<file path="src/sv/bea_pkg.sv">
package bea_pkg;

    localparam int BTN_W    = 8;
    localparam int TIMER_W  = 8;
    localparam int CFG_W    = 8;
    localparam int CFG_IDX_W = 1;
    localparam int QUERY_W  = 10;

    localparam logic [CFG_IDX_W-1:0] REG_REPEAT_DELAY  = 1'b0;
    localparam logic [CFG_IDX_W-1:0] REG_FRAME_DIVISOR = 1'b1;

    localparam logic [CFG_W-1:0] RESET_REPEAT_DELAY  = 8'd15;
    localparam logic [CFG_W-1:0] RESET_FRAME_DIVISOR = 8'b00000001;

    localparam int QF_ALL_PRESSED   = 0;
    localparam int QF_ALL_RELEASED  = 1;
    localparam int QF_ALL_HELD      = 2;
    localparam int QF_ALL_REPEAT    = 3;
    localparam int QF_ALL_GREPEAT   = 4;
    localparam int QF_ALL_GDELAYED  = 5;
    localparam int QF_ANY_PRESSED   = 6;
    localparam int QF_ANY_REPEAT    = 7;
    localparam int QF_ANY_GREPEAT   = 8;
    localparam int QF_ANY_GDELAYED  = 9;

    typedef struct packed {
        logic repeating;
        logic delayed;
    } t_btn_flags;

endpackage

</file>
<file path="src/sv/bea_button.sv">
module bea_button
    import bea_pkg::*;
(
    input  logic               i_clk,
    input  logic               i_rst_n,
    input  logic               i_advance,
    input  logic               i_held,
    input  logic               i_released,
    input  logic [CFG_W-1:0]   i_repeat_delay,
    output t_btn_flags         o_flags
);

    logic [TIMER_W-1:0] r_hold;
    logic [TIMER_W-1:0] n_hold;
    logic [TIMER_W-1:0] r_phase;
    logic [TIMER_W-1:0] n_phase;
    logic [TIMER_W-1:0] phase_inc;
    logic [TIMER_W-1:0] delay_m1;

    assign phase_inc = r_phase + TIMER_W'(1);
    assign delay_m1  = i_repeat_delay - CFG_W'(1);

    always_comb begin
        n_hold  = r_hold;
        n_phase = r_phase;
        if (i_held) begin
            if (r_hold < i_repeat_delay) begin
                n_hold = r_hold + TIMER_W'(1);
            end
            if (n_hold >= i_repeat_delay) begin
                n_phase = (phase_inc >= i_repeat_delay) ? '0 : phase_inc;
            end
        end
        if (i_released) begin
            n_hold  = '0;
            n_phase = '0;
        end
        o_flags.repeating = (n_hold >= i_repeat_delay);
        o_flags.delayed   = (n_phase == delay_m1);
    end

    always_ff @(posedge i_clk) begin
        if (!i_rst_n) begin
            r_hold  <= '0;
            r_phase <= '0;
        end else if (i_advance) begin
            r_hold  <= n_hold;
            r_phase <= n_phase;
        end
    end

endmodule

</file>
<file path="src/sv/button_edge_autorepeat.sv">
// an accepted input beat is registered in the input stage, and its result beat in the result register
// throughput: one beat per cycle while m_axis_tready does not stall the output, set by the per-button timer update
// the output register is refilled in the cycle it is taken, so no bubbles under flow
// reset (synchronous, active low): timers, sample history and frame counters clear,
// repeat_delay returns to 15 and frame_divisor to 1
module button_edge_autorepeat
    import bea_pkg::*;
#(
    parameter int NUM_BUTTONS = 8
) (
    input  logic                 i_clk,
    input  logic                 i_rst_n,
    input  logic                 i_cfg_wr_en,
    input  logic [CFG_IDX_W-1:0] i_cfg_idx,
    input  logic [CFG_W-1:0]     i_cfg_wdata,
    input  logic                 s_axis_tvalid,
    output logic                 s_axis_tready,
    // buttons[7:0], check_mask[15:8]
    input  logic [15:0]          s_axis_tdata,
    output logic                 m_axis_tvalid,
    input  logic                 m_axis_tready,
    // pressed[7:0], released[15:8], held[23:16], repeating[31:24],
    // delayed_repeat[39:32], frame_gate[40], query_flags[50:41], zero[55:51]
    output logic [55:0]          m_axis_tdata
);

    localparam int NB = (NUM_BUTTONS < BTN_W) ? NUM_BUTTONS : BTN_W;
    localparam logic [BTN_W-1:0] BTN_MASK = BTN_W'((1 << NB) - 1);

    logic [CFG_W-1:0] r_repeat_delay;
    logic [CFG_W-1:0] r_frame_divisor;

    logic             r_in_valid;
    logic [BTN_W-1:0] r_in_buttons;
    logic [BTN_W-1:0] r_in_check;

    logic             r_out_valid;
    logic [55:0]      r_out_data;

    logic [BTN_W-1:0] r_prev;
    logic [7:0]       r_frame_count;
    logic [7:0]       r_div_phase;
    logic [7:0]       n_frame_count;
    logic [7:0]       n_div_phase;
    logic [8:0]       div_inc;

    logic             out_ready;
    logic             advance;
    logic [BTN_W-1:0] cur;
    logic [BTN_W-1:0] held;
    logic [BTN_W-1:0] rel;
    logic [BTN_W-1:0] prs;
    logic [BTN_W-1:0] rep;
    logic [BTN_W-1:0] dly;
    logic             gate;
    logic [QUERY_W-1:0] query;

    t_btn_flags       flags [NB];

    assign out_ready     = !r_out_valid || m_axis_tready;
    assign advance       = r_in_valid && out_ready;
    assign s_axis_tready = !r_in_valid || out_ready;
    assign m_axis_tvalid = r_out_valid;
    assign m_axis_tdata  = r_out_data;

    // config writes
    always_ff @(posedge i_clk) begin
        if (!i_rst_n) begin
            r_repeat_delay  <= RESET_REPEAT_DELAY;
            r_frame_divisor <= RESET_FRAME_DIVISOR;
        end else if (i_cfg_wr_en) begin
            unique case (i_cfg_idx)
                REG_REPEAT_DELAY:  r_repeat_delay  <= i_cfg_wdata;
                REG_FRAME_DIVISOR: r_frame_divisor <= i_cfg_wdata;
                default: ;
            endcase
        end
    end

    // input stage
    always_ff @(posedge i_clk) begin
        if (!i_rst_n) begin
            r_in_valid <= 1'b0;
        end else if (s_axis_tready) begin
            r_in_valid <= s_axis_tvalid;
        end
    end

    always_ff @(posedge i_clk) begin
        if (s_axis_tvalid && s_axis_tready) begin
            r_in_buttons <= s_axis_tdata[7:0];
            r_in_check   <= s_axis_tdata[15:8];
        end
    end

    assign cur  = r_in_buttons & BTN_MASK;
    assign held = r_prev & cur;
    assign rel  = r_prev & ~cur;
    assign prs  = cur & ~r_prev;

    // frame gate
    assign n_frame_count = r_frame_count + 8'd1;
    assign div_inc       = {1'b0, r_div_phase} + 9'd1;

    always_comb begin
        if (n_frame_count == 8'd0) begin
            n_div_phase = '0;
        end else if (div_inc >= {1'b0, r_frame_divisor}) begin
            n_div_phase = '0;
        end else begin
            n_div_phase = div_inc[7:0];
        end
    end

    assign gate = (n_div_phase == 8'd0);

    always_ff @(posedge i_clk) begin
        if (!i_rst_n) begin
            r_prev        <= '0;
            r_frame_count <= '0;
            r_div_phase   <= '0;
        end else if (advance) begin
            r_prev        <= cur;
            r_frame_count <= n_frame_count;
            r_div_phase   <= n_div_phase;
        end
    end

    // per-button timers
    genvar b;
    generate
        for (b = 0; b < NB; b++) begin : g_btn
            bea_button u_btn (
                .i_clk          (i_clk),
                .i_rst_n        (i_rst_n),
                .i_advance      (advance),
                .i_held         (held[b]),
                .i_released     (rel[b]),
                .i_repeat_delay (r_repeat_delay),
                .o_flags        (flags[b])
            );
        end
    endgenerate

    always_comb begin
        rep = '0;
        dly = '0;
        for (int i = 0; i < NB; i++) begin
            rep[i] = flags[i].repeating;
            dly[i] = flags[i].delayed;
        end
    end

    // query flags
    always_comb begin
        query = '0;
        query[QF_ALL_PRESSED]  = ((prs  & r_in_check) == r_in_check);
        query[QF_ALL_RELEASED] = ((rel  & r_in_check) == r_in_check);
        query[QF_ALL_HELD]     = ((held & r_in_check) == r_in_check);
        query[QF_ALL_REPEAT]   = ((rep  & r_in_check) == r_in_check);
        query[QF_ALL_GREPEAT]  = gate && query[QF_ALL_REPEAT];
        query[QF_ALL_GDELAYED] = gate && ((dly & r_in_check) == r_in_check);
        query[QF_ANY_PRESSED]  = ((prs & r_in_check) != '0);
        query[QF_ANY_REPEAT]   = ((rep & r_in_check) != '0);
        query[QF_ANY_GREPEAT]  = gate && query[QF_ANY_REPEAT];
        query[QF_ANY_GDELAYED] = gate && ((dly & r_in_check) != '0);
    end

    // result register
    always_ff @(posedge i_clk) begin
        if (!i_rst_n) begin
            r_out_valid <= 1'b0;
        end else if (out_ready) begin
            r_out_valid <= r_in_valid;
        end
    end

    always_ff @(posedge i_clk) begin
        if (advance) begin
            r_out_data <= {5'd0, query, gate, dly, rep, held, rel, prs};
        end
    end

endmodule

</file>
<file path="config.mk">
export PLATFORM = sky130hd
export DESIGN_NAME = button_edge_autorepeat
export DESIGN_NICKNAME = d
export VERILOG_FILES = /design/src/sv/bea_pkg.sv /design/src/sv/bea_button.sv /design/src/sv/button_edge_autorepeat.sv
export SDC_FILE = /design/constraint.sdc
export NUM_CORES = 1
export LEC_CHECK = 0
export ABC_AREA = 1
export BUFFER_PORTS_ARGS = -buffer_cell sky130_fd_sc_hd__buf_2
export CAP_MARGIN = 20
export CORE_MARGIN = 4
export CORE_UTILIZATION = 46
export CTS_CLUSTER_DIAMETER = 30
export DETAILED_ROUTE_END_ITERATION = 7
export GPL_TIMING_DRIVEN = 0
export PLACE_DENSITY = 0.66
export SLEW_MARGIN = 10
export SYNTH_ARGS = -nofsm -noshare
export SYNTH_HDL_FRONTEND = slang
export SYNTH_HIERARCHICAL = 1
export SYNTH_SLANG_ARGS = --single-unit
</file>
<file path="constraint.sdc">
create_clock -name i_clk -period 5.3 [get_ports i_clk]
set_input_delay 0.53 -clock i_clk [delete_from_list [all_inputs] [get_ports i_clk]]
set_output_delay 0.53 -clock i_clk [all_outputs]
set_load 0.05 [all_outputs]
</file>
======== Yosys cells after proc, flatten, opt, wreduce, memory -nomap -nowiden ========
Cells that the tools add are included.
word-level totals
  bits in registers ....................... 237
  input bits .............................. 30
  output and inout bits ................... 58
cells by class
  add/sub/neg operators ................... 19
  magnitude comparators ................... 33
  equality and inequality tests ........... 13
  muxes and demuxes ....................... 66
  bitwise logic cells ..................... 11
  reductions and logical operators ........ 17
operators by type and width
  cell                   number
  $mux W8                66
  $ge A8 B8 Y1           24
  $add A8 B1 Y8 const B  17
  $eq A8 B8 Y1           13
  $and A8 B8 Y8          8
  $lt A8 B8 Y1           8
  $reduce_bool A8 Y1     3
  $logic_not A8 Y1       2
  $not A8 Y8             2
  $add A8 B1 Y9 const B  1
  $ge A9 B8 Y1           1
  $sub A8 B1 Y8 const B  1
  $logic_and A1 B1 Y1    6
  $reduce_and A2 Y1      2
  $logic_not A1 Y1       2
  $logic_or A1 B1 Y1     2
  $not A1 Y1             1

======== Logic depth before layout (Yosys ltp) ========
  word-level depth ........................ 11
  gate-level depth with buffers ........... 31
  depth with buffers taken out ............ 31

======== By module ========
Netlist, hierarchy kept.
by module, submodules not included
  module                           instances  cells an instance  area each (sq um)  seq. area each (sq um)
  bea_button (g_btn[0].u_btn ...)  3          370                2353.5             320.3
  bea_button (g_btn[2].u_btn ...)  3          370                2314.7             320.3
  button_edge_autorepeat           1          465                4633.2             2852.7
  bea_button (g_btn[4].u_btn)      1          371                2316.0             320.3
  bea_button (g_btn[5].u_btn)      1          376                2262.2             320.3

======== Worst setup path before layout ========
Ideal clock, no wire load.
  path type ............................... register to register
  start ................................... register r_repeat_delay[0]
  end ..................................... register r_out_data[46] (netlist: m_axis_tdata[46]) (data pin)
  setup time .............................. 0.136 ns
  arrival ................................. 4.185 ns
  required time ........................... 5.164 ns
  slack ................................... 0.979 ns
  stages on the path, launching flop included .. 28
  buffers on the path ..................... 0
  cells stage by stage .................... dfxtp_1 > inv_1 > o21ai_0 > nand2_1 > nand3_1 > nand2_1 > nand4_2 > nand2_2 > nand2_1 > nand2_1 > ha_1 > nand2_1 > nor2_1 > nor2_1 > nand2_1 > nand2_1 > a21oi_2 > nand2_1 > nand3_1 > nand2_1 > nand2_1 > nand2_1 > inv_1 > nand2_1 > nor2_1 > o22ai_1 > or4_1 > nor2_2
between the ends
  longest elaborated chain between the ends .. 11
  elaborated cells between the ends (all ways) .. 84
  those cells by class .................... add/sub (1); order compare (24); eq/ne (9); mux (48); bitwise (1); reduce/logical (1)
ends and longest elaborated chain
  what                      RTL line                       RTL
  start: declaration        button_edge_autorepeat.sv:30   logic [CFG_W-1:0] r_repeat_delay;
  start signal: assignment  button_edge_autorepeat.sv:73   REG_REPEAT_DELAY: r_repeat_delay <= i_cfg_wdata;
  $lt A8 B8 Y1              bea_button.sv:27               if (r_hold < i_repeat_delay) begin
  $mux W8                   bea_button.sv:27
  $mux W8                   bea_button.sv:26               if (i_held) begin
  $ge A8 B8 Y1              bea_button.sv:30               if (n_hold >= i_repeat_delay) begin
  $mux W8                   bea_button.sv:30
  $mux W8                   bea_button.sv:26
  $mux W8                   bea_button.sv:34               if (i_released) begin
  $eq A8 B8 Y1 (*)          bea_button.sv:39               o_flags.delayed = (n_phase == delay_m1);
  via dly[4]                button_edge_autorepeat.sv:54   logic [BTN_W-1:0] dly;
  $and A8 B8 Y8 (*)         button_edge_autorepeat.sv:162  query[QF_ALL_GDELAYED] = gate && ((dly & r_in_check) == r_in_check);
  $eq A8 B8 Y1 (*)          button_edge_autorepeat.sv:162
  $logic_and A1 B1 Y1 (*)   button_edge_autorepeat.sv:162
  via query[5]              button_edge_autorepeat.sv:56   logic [QUERY_W-1:0] query;
  end signal: assignment    button_edge_autorepeat.sv:180  r_out_data <= {5'd0, query, gate, dly, rep, held, rel, prs};
  end: declaration          button_edge_autorepeat.sv:38   logic [55:0] r_out_data;
Mark *: on every way through the listed nets, which the timed path passes. The rest lies on a longest branch. The select of a mux whose other input is x is not followed.
A chain may end at the register's enable or synchronous reset.

======== Final worst setup path ========
  start ................................... register r_repeat_delay[6]
  end ..................................... register r_out_data[50] (netlist: m_axis_tdata[50]) (data pin)
between the ends
  longest elaborated chain between the ends .. 11
  elaborated cells between the ends (all ways) .. 84
  those cells by class .................... add/sub (1); order compare (24); eq/ne (8); mux (48); bitwise (1); reduce/logical (2)
ends and longest elaborated chain
  what                     RTL line                       RTL
  $lt A8 B8 Y1             bea_button.sv:27
  $mux W8                  bea_button.sv:27
  $mux W8                  bea_button.sv:26
  $ge A8 B8 Y1             bea_button.sv:30
  $mux W8                  bea_button.sv:30
  $mux W8                  bea_button.sv:26
  $mux W8                  bea_button.sv:34
  $eq A8 B8 Y1 (*)         bea_button.sv:39
  via dly[6]               button_edge_autorepeat.sv:54
  $and A8 B8 Y8 (*)        button_edge_autorepeat.sv:166  query[QF_ANY_GDELAYED] = gate && ((dly & r_in_check) != '0);
  $reduce_bool A8 Y1 (*)   button_edge_autorepeat.sv:166
  $logic_and A1 B1 Y1 (*)  button_edge_autorepeat.sv:166
  via query[9]             button_edge_autorepeat.sv:56
Marks and branches as above.

==> summary.md <==
| Metric | Value |
|---|---|
| Total gr overflow | `0` |
| EDFF count, synth | `67` |
| Pin count of the biggest net entering global routing | `64` |
| Port bufs | `82` |
| Finish-stage setup viols | `0` |
| First-pass GRT wire length | `110 mm` |
| Routed WL | `between 60 and 70 mm` |
| # diodes | `0` |
| Syn_area_per_cell | `between 6 and 7 sq um` |
| Min cycle time layout | `4990 ps` |
| Post-detailed-route DRC marker count | `6` |
| Initial Utilization | `between 40% and 50%` |
| Die ar. | `about 54,000 sq um` |
| Slew headroom | `a little over a third` |
| Die X | `about 230 microns` |
| Power per Cell Area | `approximately 340 nW/um^2` |
| Root buffer cell | `clkbuf_16` |
| Drt initial violations | `between 1.5k and 2k` |
| I/O Pins | `around 90` |
| WP data required | `roughly 5600 ps` |
| Endpoint type of the worst setup path | `flip-flop` |
| Pre-CTS setup slack | `-221 ps` |
| Share of layout cells above drive strength 1 | `13.4%` |
| Worst-Margin Slew | `approximately 940 ps` |
| Util after Layout | `approximately 54%` |
| Critical path arrival | `around 5300 ps` |
| CP max-delay cell | `dfxtp_2` |
| Post-DP Area | `24,600 sq um` |
| Overall Global Routing Usage | `25.1%` |
| Min-Delay Path Class | `in2reg` |
| Maximum vdd drop | `0.000220 V` |
| Buf/Inv on CP | `2` |
| Max-cap viol count | `0` |
| Hold path depth | `1` |
| Synth-to-Final Area Change | `17.4%` |
| Max stage delay on crit path | `between 600 and 700 ps` |
| Final setup margin | `about 310 ps` |
| Post-CTS Hold Buffers | `0` |
| Gate Count Post-Synth | `3,432` |
| Worst reg2reg endpoint | `m_axis_tdata[50]` |
| Min-delay src | `s_axis_tdata[14]` |
| Critical path's top delay family | `simple AND/OR/NAND/NOR gates` |
| Critical Path Most Common Cell | `nand2_1` |
| Synth unique cells | `54` |
| Number of buffers created by CTS | `between 70 and 80` |
| WL per Instance | `roughly 16 microns` |
| Clk slew on worst S/H paths | `roughly 40 ps` |
| Register-to-Register Path Depth | `29` |
| Hold Vio Cnt, Final | `0` |
| Post-detail-place hpwl | `around 50 mm` |
| Synth warn | `6` |
| Final Cycle Share | `94.1%` |
| Critical path class | `reg2reg` |
| Maximum achievable frequency | `200 MHz` |
| DR vias/cell | `roughly 5.3` |
| Chip height | `233 microns` |
| Leak pwr | `13.9 nW` |
| Fillers | `~4.9k` |
| Clk_skew | `23.8 ps` |
| Core area | `~50,000 sq um` |
| Total number of vias | `approximately 23k` |
| Sequential cell area fraction in the yosys report | `around a quarter` |
| Run status | `finished with violations` |
| #FFs+latches synth | `around 240` |
| Routed Antenna Nets | `0` |
| Vias in the first global route | `21.2k` |
| Num rows | `approximately 80` |
| Setup Total Neg Slack | `0 ps` |
| CP max FO | `10` |
| Syn Std Cell Area | `23,200 sq um` |
| CTS max path bufs | `3` |
| CP Launch Type | `flip-flop` |
| Reg2Reg Launch Point | `r_repeat_delay[6]` |
| TritonRoute pass-1 iters | `8` |
| Failing checks | `design-rule violations` |
| Fin nets | `just under 4k` |
| Final GP Congestion | `about 0.9` |
| Dominant synthesized flop cell | `dfxtp_1` |
| Final Cell Area | `27,300 sq um` |
| Async set-reset flop share out of synthesis | `0%` |
| Final Total Pwr | `roughly 9.2 mW` |
| Hold worst-path end | `r_in_check[6]` |
| H-tree depth | `3` |
| TritonCTS clock tree | `built` |
| R2R Setup Slk | `310 ps` |
| Initial antenna violation count | `3` |
| Max-slew violation count | `0` |
| Sink Count | `between 200 and 250` |
| Worst skew pair latency | `roughly 600 ps` |
| RSZ-0062 raised after global routing | `true` |
## layout make-up
type                       instances  area, sq um  area share [%]
multi-input combinational       2579        15300            56.2
tap                              672          841            3.09
buffer                            72          418            1.53
inverter                         548         2070            7.60
timing repair buffer              88          536            1.96
clock buffer                      88         1990            7.29
sequential                       237         5440            20.0
clock inverter                    50          629            2.31
## how the worst max path moves through the flow
stage | depth (start not counted) | endpoint | slack, ps | start
2_1_floorplan | 27 | m_axis_tdata[46] | 980 | r_repeat_delay[0]
3_3_place_gp | 9 | g_btn[6].u_btn/r_hold[5] | -1070 | m_axis_tready
3_5_place_dp | 29 | m_axis_tdata[50] | -220 | r_repeat_delay[5]
4_1_cts | 29 | m_axis_tdata[46] | 60 | r_repeat_delay[3]
5_1_grt | 27 | m_axis_tdata[46] | -30 | r_repeat_delay[0]
6_report | 29 | m_axis_tdata[50] | 310 | r_repeat_delay[6]
## flip-flops by register name, indices dropped and copies added, names as in the netlist
| signal | flops |
|---|---|
| r_repeat_delay | 8 |
| r_in_valid | 1 |
| r_in_check | 8 |
| g_btn.u_btn/r_hold | 64 |
| m_axis_tdata | 51 |
| r_div_phase | 8 |
| r_prev | 8 |
| r_frame_count | 8 |
| cur | 8 |
| m_axis_tvalid | 1 |
| g_btn.u_btn/r_phase | 64 |
| r_frame_divisor | 8 |
## report_power, final
| part | switching (mW) | total (mW) | internal [mW] |
|---|---|---|---|
| clock | 1.34 | 4.58 | 3.25 |
| combinational | 1.58 | 2.42 | 0.833 |
| sequential | 0.167 | 2.17 | 2.01 |
## synthesized netlist by cell type, types with 4 or more instances
master	n	area, sq um
nand4_2	5	62.6
o2111ai_1	9	78.8
ha_1	283	3540
dfxtp_1	170	3400
a21o_1	13	97.6
nand2_4	13	146
o21ai_1	15	75.1
nor2_4	16	180
inv_2	36	135
a22o_1	6	52.6
o22ai_1	14	87.6
nand2_1	874	3280
nand3_1	268	1340
xnor2_1	18	158
a21oi_4	6	97.6
and2_1	8	50.1
nor3_1	16	80.1
xor2_1	97	850
nand3_2	42	420
clkbuf_1	44	165
buf_4	12	90.1
edfxtp_1	67	2010
nor2_2	35	219
clkbuf_8	4	55.1
or2_2	8	50.1
a211oi_4	8	160
buf_6	4	45.0
xor2_2	7	114
a21oi_1	287	1440
nor2_1	186	698
buf_1	5	18.8
nand2_2	49	307
o21ai_0	174	871
inv_1	499	1870
nand4_1	91	569
clkinv_1	10	37.5
## cell families (layout without fill, tap and decap cells)
logic type | Yosys count | in the layout | synth area share, %
and+or+nand+nor | 1624 | 1624 | 32.7
buffers and inverters | 620 | 846 | 10.7
AOI/OAI and AO/OA | 545 | 545 | 13.2
adders and majority gates | 283 | 283 | 15.3
DFF | 237 | 237 | 23.3
xor gates and xnor gates | 122 | 122 | 4.83
other | 1 | 5 | 0.0162
## through the flow
stage / hold slack [ps] / instances
3_3_place_gp: 450 / 4190
4_1_cts: 88.6 / 4333
3_5_place_dp: 454 / 4195
5_1_grt: 82.3 / 4334
6_report: 110 / 4334
2_1_floorplan: 435 / 3436
## metal layers
layer	vias to the layer above	wire length, microns	global-route usage [%]
met5	-	36	0
met4	6	2700	10.1
met1	10300	31300	33.4
met3	161	4940	5.36
met2	696	30200	39.6
li1	11700	-	-
## cell usage in the layout (no fill, tap or decap), types with 13 or more instances in the layout
cell and n:
nand2_1 873, inv_1 499, a21oi_1 287, ha_1 283, nand3_1 268, nor2_1 186
o21ai_0 174, dfxtp_1 162, xor2_1 97, nand4_1 91, buf_2 83, clkbuf_16 75
edfxtp_1 67, clkbuf_1 51, nand2_2 50, nand3_2 42, inv_2 36, nor2_2 35
xnor2_1 18, nor3_1 16, nor2_4 16, o21ai_1 15, clkinv_2 15, o22ai_1 14
buf_4 13, nand2_4 13, a21o_1 13
## timing repair
action,4_1_cts,5_1_grt
resized for setup,4,8
gates cloned,0,0
endpoints found under the setup margin,4,5
setup buffers,0,1
No activity file was read; power rests on OpenSTA's default activity.
